## config.mk

```make
export PLATFORM = sky130hd
export DESIGN_NAME = string_escape_to_utf8_decoder_flat
export DESIGN_NICKNAME = d
export VERILOG_FILES = /design/src/seu8_pkg.sv /design/src/seu8_ifs.sv /design/src/string_escape_to_utf8_decoder.sv /design/src/seu8_front.sv /design/src/seu8_fifo.sv /design/src/seu8_back.sv /design/src/flat_wrapper.sv
export SDC_FILE = /design/constraint.sdc
export NUM_CORES = 1
export LEC_CHECK = 0
export BUFFER_PORTS_ARGS = -buffer_cell sky130_fd_sc_hd__clkbuf_2
export CAP_MARGIN = 10
export CORE_MARGIN = 3
export CORE_UTILIZATION = 35
export CTS_CLUSTER_SIZE = 40
export DETAILED_ROUTE_END_ITERATION = 8
export PLACE_DENSITY = 0.62
export SYNTH_ARGS = -nofsm -noshare
export SYNTH_HDL_FRONTEND = slang
export SYNTH_SLANG_ARGS = --single-unit
```

## constraint.sdc

```tcl
create_clock -name clk -period 8.7 [get_ports clk]
set_input_delay 2.175 -clock clk [delete_from_list [all_inputs] [get_ports clk]]
set_output_delay 2.175 -clock clk [all_outputs]
set_load 0.005 [all_outputs]
```

## src/seu8_pkg.sv

```systemverilog
// shared types, codes and helper functions for the escape decoder
package seu8_pkg;

  localparam int unsigned FIFO_DEPTH = 4;
  localparam int unsigned FIFO_AW    = $clog2(FIFO_DEPTH);
  localparam int unsigned FIFO_CW    = $clog2(FIFO_DEPTH + 1);

  localparam logic [15:0] CAP_RESET = 16'd4096;

  localparam logic [7:0] CH_NUL    = 8'h00;
  localparam logic [7:0] CH_BSLASH = 8'h5C;
  localparam logic [7:0] CH_LC_X   = 8'h78;
  localparam logic [7:0] CH_LC_U   = 8'h75;
  localparam logic [7:0] CH_UC_U   = 8'h55;

  typedef enum logic [3:0] {
    ST_OK         = 4'd0,
    ST_NO_SPACE   = 4'd1,
    ST_EARLY_END  = 4'd2,
    ST_BAD_HEX    = 4'd3,
    ST_NO_LOW     = 4'd4,
    ST_BAD_LOW    = 4'd5,
    ST_LONE_LOW   = 4'd6,
    ST_BAD_CP     = 4'd7,
    ST_UNK_ESC    = 4'd8
  } status_t;

  // one accepted byte's worth of results: up to four data bytes plus end info
  typedef struct packed {
    logic [2:0]      nbytes;
    logic [3:0][7:0] data;
    logic            done;
    status_t         status;
  } job_t;

  // returns {is_hex, value}
  function automatic logic [4:0] hex_digit(input logic [7:0] b);
    logic [4:0] r;
    r = 5'd0;
    if (b >= 8'h30 && b <= 8'h39) begin
      r = {1'b1, 4'(b - 8'h30)};
    end else if (b >= 8'h61 && b <= 8'h66) begin
      r = {1'b1, 4'(b - 8'h57)};
    end else if (b >= 8'h41 && b <= 8'h46) begin
      r = {1'b1, 4'(b - 8'h37)};
    end
    return r;
  endfunction

  // control byte for a single-letter escape, zero if the letter has none
  function automatic logic [7:0] ctl_code(input logic [7:0] b);
    logic [7:0] r;
    unique case (b)
      8'h6E:   r = 8'h0A;
      8'h61:   r = 8'h07;
      8'h62:   r = 8'h08;
      8'h66:   r = 8'h0C;
      8'h72:   r = 8'h0D;
      8'h74:   r = 8'h09;
      8'h76:   r = 8'h0B;
      default: r = 8'h00;
    endcase
    return r;
  endfunction

endpackage

```

## src/seu8_ifs.sv

```systemverilog
// valid/ready channel interfaces for the input bytes and the decoded results
interface seu8_in_if;
  logic       valid;
  logic       ready;
  logic [7:0] in_byte;
  logic       in_last;

  modport source (output valid, output in_byte, output in_last, input ready);
  modport sink   (input valid, input in_byte, input in_last, output ready);
endinterface

interface seu8_out_if;
  logic       valid;
  logic       ready;
  logic [7:0] out_byte;
  logic       byte_valid;
  logic       done_res;
  logic [3:0] status;

  modport source (output valid, output out_byte, output byte_valid, output done_res,
                  output status, input ready);
  modport sink   (input valid, input out_byte, input byte_valid, input done_res,
                  input status, output ready);
endinterface

```

## src/string_escape_to_utf8_decoder.sv

```systemverilog
// top level of the escape-sequence to utf-8 decoder
//
//   channel   direction  handshake        payload
//   in_ch     in         valid/ready      in_byte[7:0], in_last
//   out_ch    out        valid/ready      out_byte[7:0], byte_valid, done_res, status[3:0]
//   cfg_*     in         cfg_we (no wait) cfg_wdata[15:0] = output_capacity
//
// one input byte can transfer every cycle while the four-entry job queue has room
// each byte yields zero to four results, sent one per cycle by the serializer while out_ch is ready
// the first result passes through the job queue, the work register and the output register;
// output stalls fill the queue
// reset is synchronous and active low; no clearing pass
module string_escape_to_utf8_decoder import seu8_pkg::*; (
  input  logic          clk,
  input  logic          rst_n,
  seu8_in_if.sink       in_ch,
  seu8_out_if.source    out_ch,
  input  logic          cfg_we,
  input  logic [15:0]   cfg_wdata
);

  logic q_push;
  job_t q_job;
  logic q_full;
  logic q_pop;
  job_t q_head;
  logic q_nonempty;

  seu8_front u_front (
    .clk       (clk),
    .rst_n     (rst_n),
    .in_ch     (in_ch),
    .cfg_we    (cfg_we),
    .cfg_wdata (cfg_wdata),
    .q_full    (q_full),
    .q_push    (q_push),
    .q_job     (q_job)
  );

  seu8_fifo u_fifo (
    .clk      (clk),
    .rst_n    (rst_n),
    .push     (q_push),
    .push_job (q_job),
    .full     (q_full),
    .pop      (q_pop),
    .head     (q_head),
    .nonempty (q_nonempty)
  );

  seu8_back u_back (
    .clk        (clk),
    .rst_n      (rst_n),
    .q_nonempty (q_nonempty),
    .q_head     (q_head),
    .q_pop      (q_pop),
    .out_ch     (out_ch)
  );

endmodule

```

## src/seu8_front.sv

```systemverilog
// parser: accepts input bytes, tracks escape state and builds at most one job per byte
module seu8_front import seu8_pkg::*; (
  input  logic          clk,
  input  logic          rst_n,
  seu8_in_if.sink       in_ch,
  input  logic          cfg_we,
  input  logic [15:0]   cfg_wdata,
  input  logic          q_full,
  output logic          q_push,
  output job_t          q_job
);

  typedef enum logic [7:0] {
    MD_NORMAL  = 8'b0000_0001,
    MD_ESC     = 8'b0000_0010,
    MD_HEX_X   = 8'b0000_0100,
    MD_HEX_U   = 8'b0000_1000,
    MD_HEX_BU  = 8'b0001_0000,
    MD_HEX_LO  = 8'b0010_0000,
    MD_WANT_BS = 8'b0100_0000,
    MD_WANT_U  = 8'b1000_0000
  } mode_t;

  mode_t       mode_r, mode_nxt;
  logic [3:0]  digits_r, digits_nxt;
  logic [31:0] acc_r, acc_nxt;
  logic [9:0]  hs_r, hs_nxt;
  logic [15:0] nwr_r, nwr_nxt;
  logic        disc_r, disc_nxt;
  logic [15:0] cap_r;

  logic            fire;
  logic [7:0]      b;
  logic            last;
  logic            fin;
  status_t         fst;
  logic [2:0]      pn;
  logic [3:0][7:0] pdata;
  logic            do_cp;
  logic [20:0]     cp;
  logic [2:0]      cp_len;
  logic [3:0][7:0] cp_enc;
  logic [4:0]      hd;
  logic [7:0]      ctl;
  logic [31:0]     acc_new;
  logic [3:0]      dl;
  logic [15:0]     v16;
  logic [16:0]     need_plain;
  logic [16:0]     need_cp;

  assign in_ch.ready = !q_full;
  assign fire        = in_ch.valid && in_ch.ready;
  assign b           = in_ch.in_byte;
  assign last        = in_ch.in_last;

  assign hd      = hex_digit(b);
  assign ctl     = ctl_code(b);
  assign acc_new = {acc_r[27:0], hd[3:0]};
  assign dl      = digits_r - 4'd1;
  assign v16     = acc_new[15:0];

  assign need_plain = {1'b0, nwr_r} + 17'd1;
  assign need_cp    = {1'b0, nwr_r} + {14'd0, cp_len};

  // utf-8 length and byte pattern of the selected code point
  always_comb begin
    cp_enc = '0;
    if (cp <= 21'h7F) begin
      cp_len    = 3'd1;
      cp_enc[0] = {1'b0, cp[6:0]};
    end else if (cp <= 21'h7FF) begin
      cp_len    = 3'd2;
      cp_enc[0] = {3'b110, cp[10:6]};
      cp_enc[1] = {2'b10, cp[5:0]};
    end else if (cp <= 21'hFFFF) begin
      cp_len    = 3'd3;
      cp_enc[0] = {4'b1110, cp[15:12]};
      cp_enc[1] = {2'b10, cp[11:6]};
      cp_enc[2] = {2'b10, cp[5:0]};
    end else begin
      cp_len    = 3'd4;
      cp_enc[0] = {5'b11110, cp[20:18]};
      cp_enc[1] = {2'b10, cp[17:12]};
      cp_enc[2] = {2'b10, cp[11:6]};
      cp_enc[3] = {2'b10, cp[5:0]};
    end
  end

  always_comb begin
    mode_nxt   = mode_r;
    digits_nxt = digits_r;
    acc_nxt    = acc_r;
    hs_nxt     = hs_r;
    disc_nxt   = disc_r;
    fin        = 1'b0;
    fst        = ST_OK;
    pn         = 3'd0;
    pdata      = '0;
    do_cp      = 1'b0;
    cp         = '0;

    if (disc_r) begin
      if (last) begin
        disc_nxt = 1'b0;
      end
    end else begin
      unique case (mode_r)
        MD_NORMAL: begin
          if (b == CH_NUL) begin
            fin = 1'b1;
          end else if (need_plain >= {1'b0, cap_r}) begin
            fin = 1'b1;
            fst = ST_NO_SPACE;
          end else if (b == CH_BSLASH) begin
            if (last) begin
              fin = 1'b1;
              fst = ST_EARLY_END;
            end else begin
              mode_nxt = MD_ESC;
            end
          end else begin
            pn       = 3'd1;
            pdata[0] = b;
            fin      = last;
          end
        end
        MD_ESC: begin
          if (b == CH_NUL) begin
            fin = 1'b1;
            fst = ST_EARLY_END;
          end else if (ctl != 8'h00) begin
            pn       = 3'd1;
            pdata[0] = ctl;
            mode_nxt = MD_NORMAL;
            fin      = last;
          end else if (b == CH_LC_X || b == CH_LC_U || b == CH_UC_U) begin
            acc_nxt = '0;
            if (b == CH_LC_X) begin
              mode_nxt   = MD_HEX_X;
              digits_nxt = 4'd2;
            end else if (b == CH_LC_U) begin
              mode_nxt   = MD_HEX_U;
              digits_nxt = 4'd4;
            end else begin
              mode_nxt   = MD_HEX_BU;
              digits_nxt = 4'd8;
            end
            if (last) begin
              fin = 1'b1;
              fst = ST_EARLY_END;
            end
          end else begin
            // unknown escape: the letter goes out, then the string ends
            pn       = 3'd1;
            pdata[0] = b;
            fin      = 1'b1;
            fst      = ST_UNK_ESC;
          end
        end
        MD_HEX_X, MD_HEX_U, MD_HEX_BU, MD_HEX_LO: begin
          if (!hd[4]) begin
            fin = 1'b1;
            fst = ST_BAD_HEX;
          end else begin
            acc_nxt    = acc_new;
            digits_nxt = dl;
            if (dl != 4'd0) begin
              if (last) begin
                fin = 1'b1;
                fst = ST_EARLY_END;
              end
            end else if (mode_r == MD_HEX_X) begin
              pn       = 3'd1;
              pdata[0] = acc_new[7:0];
              mode_nxt = MD_NORMAL;
              fin      = last;
            end else if (mode_r == MD_HEX_U) begin
              if (v16 >= 16'hD800 && v16 <= 16'hDBFF) begin
                hs_nxt = v16[9:0];
                if (last) begin
                  fin = 1'b1;
                  fst = ST_NO_LOW;
                end else begin
                  mode_nxt = MD_WANT_BS;
                end
              end else if (v16 >= 16'hDC00 && v16 <= 16'hDFFF) begin
                fin = 1'b1;
                fst = ST_LONE_LOW;
              end else begin
                do_cp = 1'b1;
                cp    = {5'd0, v16};
              end
            end else if (mode_r == MD_HEX_LO) begin
              if (v16 < 16'hDC00 || v16 > 16'hDFFF) begin
                fin = 1'b1;
                fst = ST_BAD_LOW;
              end else begin
                do_cp = 1'b1;
                cp    = 21'h10000 + {1'b0, hs_r, v16[9:0]};
              end
            end else begin
              if (acc_new > 32'h0010_FFFF ||
                  (acc_new >= 32'h0000_D800 && acc_new <= 32'h0000_DFFF)) begin
                fin = 1'b1;
                fst = ST_BAD_CP;
              end else begin
                do_cp = 1'b1;
                cp    = acc_new[20:0];
              end
            end
          end
        end
        MD_WANT_BS: begin
          if (b != CH_BSLASH || last) begin
            fin = 1'b1;
            fst = ST_NO_LOW;
          end else begin
            mode_nxt = MD_WANT_U;
          end
        end
        MD_WANT_U: begin
          if (b != CH_LC_U) begin
            fin = 1'b1;
            fst = ST_NO_LOW;
          end else begin
            mode_nxt   = MD_HEX_LO;
            digits_nxt = 4'd4;
            acc_nxt    = '0;
            if (last) begin
              fin = 1'b1;
              fst = ST_EARLY_END;
            end
          end
        end
        default: begin
          mode_nxt = MD_NORMAL;
        end
      endcase

      if (do_cp) begin
        if (need_cp >= {1'b0, cap_r}) begin
          fin = 1'b1;
          fst = ST_NO_SPACE;
        end else begin
          pn       = cp_len;
          pdata    = cp_enc;
          mode_nxt = MD_NORMAL;
          fin      = last;
        end
      end

      if (fin) begin
        disc_nxt = !last;
      end
    end

    nwr_nxt = nwr_r + {13'd0, pn};
    if (fin) begin
      mode_nxt   = MD_NORMAL;
      digits_nxt = '0;
      acc_nxt    = '0;
      hs_nxt     = '0;
      nwr_nxt    = '0;
    end
  end

  assign q_push       = fire && !disc_r && (pn != 3'd0 || fin);
  assign q_job.nbytes = pn;
  assign q_job.data   = pdata;
  assign q_job.done   = fin;
  assign q_job.status = fin ? fst : ST_OK;

  always_ff @(posedge clk) begin
    if (!rst_n) begin
      mode_r   <= MD_NORMAL;
      digits_r <= '0;
      acc_r    <= '0;
      hs_r     <= '0;
      nwr_r    <= '0;
      disc_r   <= 1'b0;
    end else if (fire) begin
      mode_r   <= mode_nxt;
      digits_r <= digits_nxt;
      acc_r    <= acc_nxt;
      hs_r     <= hs_nxt;
      nwr_r    <= nwr_nxt;
      disc_r   <= disc_nxt;
    end
  end

  always_ff @(posedge clk) begin
    if (!rst_n) begin
      cap_r <= CAP_RESET;
    end else if (cfg_we) begin
      cap_r <= cfg_wdata;
    end
  end

  a_push_needs_transfer: assert property (@(posedge clk) disable iff (!rst_n)
    q_push |-> fire && !q_full)
    else $error("job pushed without an input transfer");

  a_discard_no_job: assert property (@(posedge clk) disable iff (!rst_n)
    disc_r |-> !q_push)
    else $error("job pushed while discarding");

  a_status_only_at_end: assert property (@(posedge clk) disable iff (!rst_n)
    q_push && !q_job.done |-> q_job.status == ST_OK && q_job.nbytes != 3'd0)
    else $error("status or empty job without end of string");

  a_end_resets_count: assert property (@(posedge clk) disable iff (!rst_n)
    q_push && q_job.done |=> nwr_r == 16'd0 && mode_r == MD_NORMAL)
    else $error("parser state not cleared after end of string");

endmodule

```

## src/seu8_fifo.sv

```systemverilog
// small job queue between the parser and the output serializer
module seu8_fifo import seu8_pkg::*; (
  input  logic clk,
  input  logic rst_n,
  input  logic push,
  input  job_t push_job,
  output logic full,
  input  logic pop,
  output job_t head,
  output logic nonempty
);

  job_t                 mem_r [FIFO_DEPTH];
  logic [FIFO_AW-1:0]   wr_ptr_r;
  logic [FIFO_AW-1:0]   rd_ptr_r;
  logic [FIFO_CW-1:0]   cnt_r;
  logic                 do_push;
  logic                 do_pop;

  assign full     = (cnt_r == FIFO_CW'(FIFO_DEPTH));
  assign nonempty = (cnt_r != '0);
  assign head     = mem_r[rd_ptr_r];
  assign do_push  = push && !full;
  assign do_pop   = pop && nonempty;

  always_ff @(posedge clk) begin
    if (do_push) begin
      mem_r[wr_ptr_r] <= push_job;
    end
  end

  always_ff @(posedge clk) begin
    if (!rst_n) begin
      wr_ptr_r <= '0;
      rd_ptr_r <= '0;
      cnt_r    <= '0;
    end else begin
      if (do_push) begin
        wr_ptr_r <= wr_ptr_r + FIFO_AW'(1);
      end
      if (do_pop) begin
        rd_ptr_r <= rd_ptr_r + FIFO_AW'(1);
      end
      if (do_push && !do_pop) begin
        cnt_r <= cnt_r + FIFO_CW'(1);
      end else if (do_pop && !do_push) begin
        cnt_r <= cnt_r - FIFO_CW'(1);
      end
    end
  end

endmodule

```

## src/seu8_back.sv

```systemverilog
// serializer: walks each job and presents one result per output transfer
module seu8_back import seu8_pkg::*; (
  input  logic        clk,
  input  logic        rst_n,
  input  logic        q_nonempty,
  input  job_t        q_head,
  output logic        q_pop,
  seu8_out_if.source  out_ch
);

  job_t       work_r;
  logic       work_v_r;
  logic [1:0] idx_r;
  logic       out_v_r;
  logic [7:0] out_byte_r;
  logic       out_bv_r;
  logic       out_done_r;
  status_t    out_st_r;

  logic       adv;
  logic       item_last;
  logic       has_data;
  logic       emit;

  assign adv       = !out_v_r || out_ch.ready;
  assign has_data  = (work_r.nbytes != 3'd0);
  assign item_last = !has_data || ({1'b0, idx_r} == work_r.nbytes - 3'd1);
  assign emit      = adv && work_v_r;
  assign q_pop     = q_nonempty && (!work_v_r || (emit && item_last));

  always_ff @(posedge clk) begin
    if (!rst_n) begin
      work_v_r <= 1'b0;
      idx_r    <= '0;
    end else begin
      if (q_pop) begin
        work_v_r <= 1'b1;
        idx_r    <= '0;
      end else if (emit) begin
        if (item_last) begin
          work_v_r <= 1'b0;
        end else begin
          idx_r <= idx_r + 2'd1;
        end
      end
    end
  end

  always_ff @(posedge clk) begin
    if (q_pop) begin
      work_r <= q_head;
    end
  end

  always_ff @(posedge clk) begin
    if (!rst_n) begin
      out_v_r <= 1'b0;
    end else if (adv) begin
      out_v_r <= work_v_r;
    end
  end

  always_ff @(posedge clk) begin
    if (emit) begin
      out_byte_r <= has_data ? work_r.data[idx_r] : 8'h00;
      out_bv_r   <= has_data;
      out_done_r <= item_last && work_r.done;
      out_st_r   <= item_last ? work_r.status : ST_OK;
    end
  end

  assign out_ch.valid      = out_v_r;
  assign out_ch.out_byte   = out_byte_r;
  assign out_ch.byte_valid = out_bv_r;
  assign out_ch.done_res   = out_done_r;
  assign out_ch.status     = out_st_r;

  a_job_not_empty: assert property (@(posedge clk) disable iff (!rst_n)
    work_v_r |-> (has_data || work_r.done) && work_r.nbytes <= 3'd4)
    else $error("held job has no result to give");

  a_empty_item_ends: assert property (@(posedge clk) disable iff (!rst_n)
    out_v_r && !out_bv_r |-> out_done_r)
    else $error("result without data byte that does not end the string");

  a_status_on_end: assert property (@(posedge clk) disable iff (!rst_n)
    out_v_r && !out_done_r |-> out_st_r == ST_OK)
    else $error("nonzero status before the end of the string");

endmodule
```

## src/flat_wrapper.sv

```systemverilog
// flat-port wrapper written by rule: the top's interface ports become plain ports
module string_escape_to_utf8_decoder_flat import seu8_pkg::*;
  (clk, rst_n, cfg_we, cfg_wdata, in_ch_valid, in_ch_in_byte, in_ch_in_last, in_ch_ready, out_ch_valid, out_ch_out_byte, out_ch_byte_valid, out_ch_done_res, out_ch_status, out_ch_ready);
  seu8_in_if in_ch_i ();
  seu8_out_if out_ch_i ();
  input  logic clk;
  input  logic rst_n;
  input  logic cfg_we;
  input  logic [15:0] cfg_wdata;
  input wire logic [$bits(in_ch_i.valid)-1:0] in_ch_valid;
  input wire logic [$bits(in_ch_i.in_byte)-1:0] in_ch_in_byte;
  input wire logic [$bits(in_ch_i.in_last)-1:0] in_ch_in_last;
  output wire logic [$bits(in_ch_i.ready)-1:0] in_ch_ready;
  output wire logic [$bits(out_ch_i.valid)-1:0] out_ch_valid;
  output wire logic [$bits(out_ch_i.out_byte)-1:0] out_ch_out_byte;
  output wire logic [$bits(out_ch_i.byte_valid)-1:0] out_ch_byte_valid;
  output wire logic [$bits(out_ch_i.done_res)-1:0] out_ch_done_res;
  output wire logic [$bits(out_ch_i.status)-1:0] out_ch_status;
  input wire logic [$bits(out_ch_i.ready)-1:0] out_ch_ready;
  assign in_ch_i.valid = in_ch_valid;
  assign in_ch_i.in_byte = in_ch_in_byte;
  assign in_ch_i.in_last = in_ch_in_last;
  assign in_ch_ready = in_ch_i.ready;
  assign out_ch_valid = out_ch_i.valid;
  assign out_ch_out_byte = out_ch_i.out_byte;
  assign out_ch_byte_valid = out_ch_i.byte_valid;
  assign out_ch_done_res = out_ch_i.done_res;
  assign out_ch_status = out_ch_i.status;
  assign out_ch_i.ready = out_ch_ready;
  string_escape_to_utf8_decoder u_core (.clk(clk), .rst_n(rst_n), .in_ch(in_ch_i), .out_ch(out_ch_i), .cfg_we(cfg_we), .cfg_wdata(cfg_wdata));
endmodule
```

==> results.json <==
{
  "max_stage_delay_ns": 0.38,
  "setup_viol": 0,
  "multi_input_area_mm2": 0.006261,
  "vias": 9950,
  "slew_violations": 0,
  "grt_pass1_wl_um": 55130,
  "p_switching_uw": 983.4,
  "root_buffer": "clkbuf_16",
  "vias_per_cell": 5.431,
  "hpwl_um": 24810,
  "netlist_area_mm2": 0.01437,
  "rows": 73,
  "ys_top_cells_by_area": "edfxtp_1 41%, dfxtp_1 13%, mux4_2 6.7%",
  "finalPower_uw": 3705,
  "final_cell_mix": "194 x edfxtp_1, 113 x nor2_1, 93 x dfxtp_1",
  "wl_per_cell_um": 19.02,
  "tritoncts": "built",
  "clock_path_buffers": 3,
  "place.gp.congestion": 0.9095,
  "intPower_uw": 2722,
  "power_frac_comb": 0.187,
  "min_path_type": "register to register",
  "initial_core_util": 0.3576,
  "startpoint_type": "input pin",
  "port_buffers": 45,
  "yosysTopAreaCell": "edfxtp_1",
  "synth-main-ff-cell": "edfxtp_1",
  "syn_area_per_cell_um2": 11.80,
  "max_slew.worst_pin.slew_ns": 0.8174,
  "hold_buffers": 0,
  "ioPinCount": 46,
  "max_freq_mhz": 123.5,
  "final_nets": 1370,
  "maxCapViolations": 0,
  "ir_drop_v": 0.0001560,
  "synth_nets": 1305,
  "area_growth_pct": 14.02,
  "ff2ff_setup_slack_ns": 1.21,
  "drive_above_1_share": 0.1744,
  "hold_ws_ns": 0.4741,
  "grt_max_degree": 39,
  "worstSkewPairLatency_ns": 0.55,
  "synthArstFlopShare": 0,
  "antenna_cells": 0,
  "rsz0062_at_grt": "no",
  "layout_commonest_cell": "edfxtp_1",
  "min_period_over_period": 0.9308,
  "cts_max_level": 1,
  "seq_area_mm2": 0.007709,
  "fin_crit_ns": 8.098,
  "fillers": 3806,
  "synth-edff-count": 194,
  "slew_headroom": 0.4504,
  "worst-setup-path-type": "input pin to register",
  "cp-end-kind": "register",
  "power_switching_share": 0.2654,
  "die_y_um": 208.6,
  "die-area_mm2": 0.04353,
  "fin_worst_skew_ns": 0.01720,
  "track_usage": 0.1557,
  "status": "finished clean",
  "synthCells": 1218,
  "grt-ovfl-total": 0,
  "routed_wirelength_um": 34840,
  "fp.dieW_um": 208.6,
  "cp.required_ns": 9.17,
  "yosysSeqAreaShare": 0.5363,
  "ys_ff_latch": 288,
  "grt_pass1_vias": 9926,
  "drc": 0,
  "final_antenna_net_count": 0,
  "clockPowerShare": 0.324,
  "leakagePower_uw": 0.005988,
  "first_pass_iters": 7,
  "path_clk_slew_ns": 0.06,
  "core_area_mm2": 0.04019,
  "clock_sinks": 288,
  "yosys.area.top_type_share": 0.4054,
  "synth_cell_types": 91,
  "cp_max_fo": 5,
  "drtIter0Drc": 901,
  "synth_warnings": 0,
  "seqPwrFrac": 0.489,
  "antenna_found_initial": 0,
  "critPathSlowestCell": "a311oi_4",
  "cts_buffers": 31,
  "hold_viol_final": 0,
  "arrival_ns": 8.57,
  "powerDensity_mw_per_mm2": 226.1
}
[what timing repair did]
item                                    in CTS  in global routing
endpoints found under the setup margin       0                  7
hold endpoints to repair                     0                  0
resized for setup                            0                  4
buffers inserted                             0                  0
[layout make-up]
type / instances / share of cell area
Clock buffer: 38 / 0.04895
Clock inverter: 19 / 0.007560
Tap cell: 525 / 0.04009
Sequential cell: 288 / 0.4704
Timing Repair Buffer: 97 / 0.03986
Multi-Input combinational cell: 817 / 0.3821
Inverter: 48 / 0.01100
[critical path: cells and delay by family]
| family | cells | cell delay (ns) |
|---|---|---|
| AO/OA/AOI/OAI | 11 | 2.07 |
| AND/OR/NAND/NOR | 9 | 1.94 |
| adder cells (fa/ha/maj) | 6 | 1.41 |
| buffers and inverters | 6 | 0.71 |
| XOR/XNOR | 2 | 0.25 |
[worst paths after layout]
kind / depth (start not counted) / from / to
worst max register to register: 32 / u_core.u_front.digits_r[0] / u_core.u_fifo.cnt_r[2]
worst max-delay path: 34 / in_ch_in_byte[0] / u_core.u_fifo.cnt_r[2]
worst min register to register: 2 / u_core.u_back.work_v_r / u_core.u_back.out_ch.valid
worst min-delay path: 2 / u_core.u_back.work_v_r / u_core.u_back.out_ch.valid
[synthesized netlist by cell type (14+ instances only)]
| cell type | instances |
|---|---|
| o21ai_0 | 34 |
| nor3_1 | 22 |
| ha_1 | 54 |
| or3_1 | 14 |
| dfxtp_1 | 94 |
| inv_1 | 47 |
| xnor2_1 | 23 |
| nor2b_1 | 18 |
| mux4_2 | 43 |
| a21oi_1 | 59 |
| nor2_1 | 114 |
| and3_1 | 15 |
| edfxtp_1 | 194 |
| nand2_1 | 80 |
| clkbuf_1 | 41 |
| mux2i_1 | 19 |
| xor2_1 | 32 |
| a22o_1 | 38 |
| nand3_1 | 38 |
[through the flow]
step,setup WS [ns],TNS (ns),std cells,area [um2],utilization
finish,0.6017,0,1832,16390,0.4077
global placement,0.07123,0,1775,15440,0.3841
CTS,0.4204,0,1832,16360,0.4072
detailed placement,-0.1400,-0.4434,1775,15440,0.3841
global route,0.005969,0,1832,16390,0.4077
floorplan,0.01717,0,1218,14400,-
[layer usage]
metal / routed length (um) / share of wire / vias to the layer above / global-route usage
met3: 2086 / 0.060 / 43 / 0.02057
met1: 16230 / 0.47 / 4884 / 0.2288
met4: 546 / 0.016 / 0 / 0.03279
li1: - / - / 4732 / -
met2: 15980 / 0.46 / 291 / 0.2485
met5: 0 / 0 / - / 0
[registers in the layout (all words and copies together) (netlist names), 2 cells and up]
| signal | count |
|---|---|
| u_core.u_front.cap_r | 16 |
| u_core.u_front.acc_r | 28 |
| u_core.u_fifo.rd_ptr_r | 2 |
| u_core.u_back.idx_r | 2 |
| u_core.u_front.hs_r | 10 |
| u_core.u_back.out_ch.status | 4 |
| u_core.u_front.mode_r | 8 |
| u_core.u_back.out_ch.out_byte | 8 |
| u_core.u_fifo.cnt_r | 3 |
| u_core.u_back.work_r | 36 |
| u_core.u_fifo.mem_r | 144 |
| u_core.u_front.nwr_r | 16 |
| u_core.u_front.digits_r | 4 |
| u_core.u_fifo.wr_ptr_r | 2 |
[power by group through the flow]
| stage | Combinational (uW) | Clock [uW] | Sequential (uW) |
|---|---|---|---|
| after floorplan | 500 | 0 | 1810 |
| after global placement | 690 | 0 | 1830 |
| after detailed placement | 703 | 0 | 1840 |
| after CTS | 706 | 1230 | 1820 |
| after global routing | 767 | 1290 | 1830 |
| final | 693 | 1200 | 1810 |
[cell families (layout without fill, tap and decap cells)]
family          count (synthesis)  after routing  synth area share
buf+inv                       113            202           0.03152
simple gates                  394            394            0.1423
fa+ha+maj                      57             57           0.05119
xor+xnor                       55             55           0.03352
mux                            64             64           0.08219
compound gates                247            247            0.1230
flops                         288            288            0.5363
(Power assumes the default switching activity.)
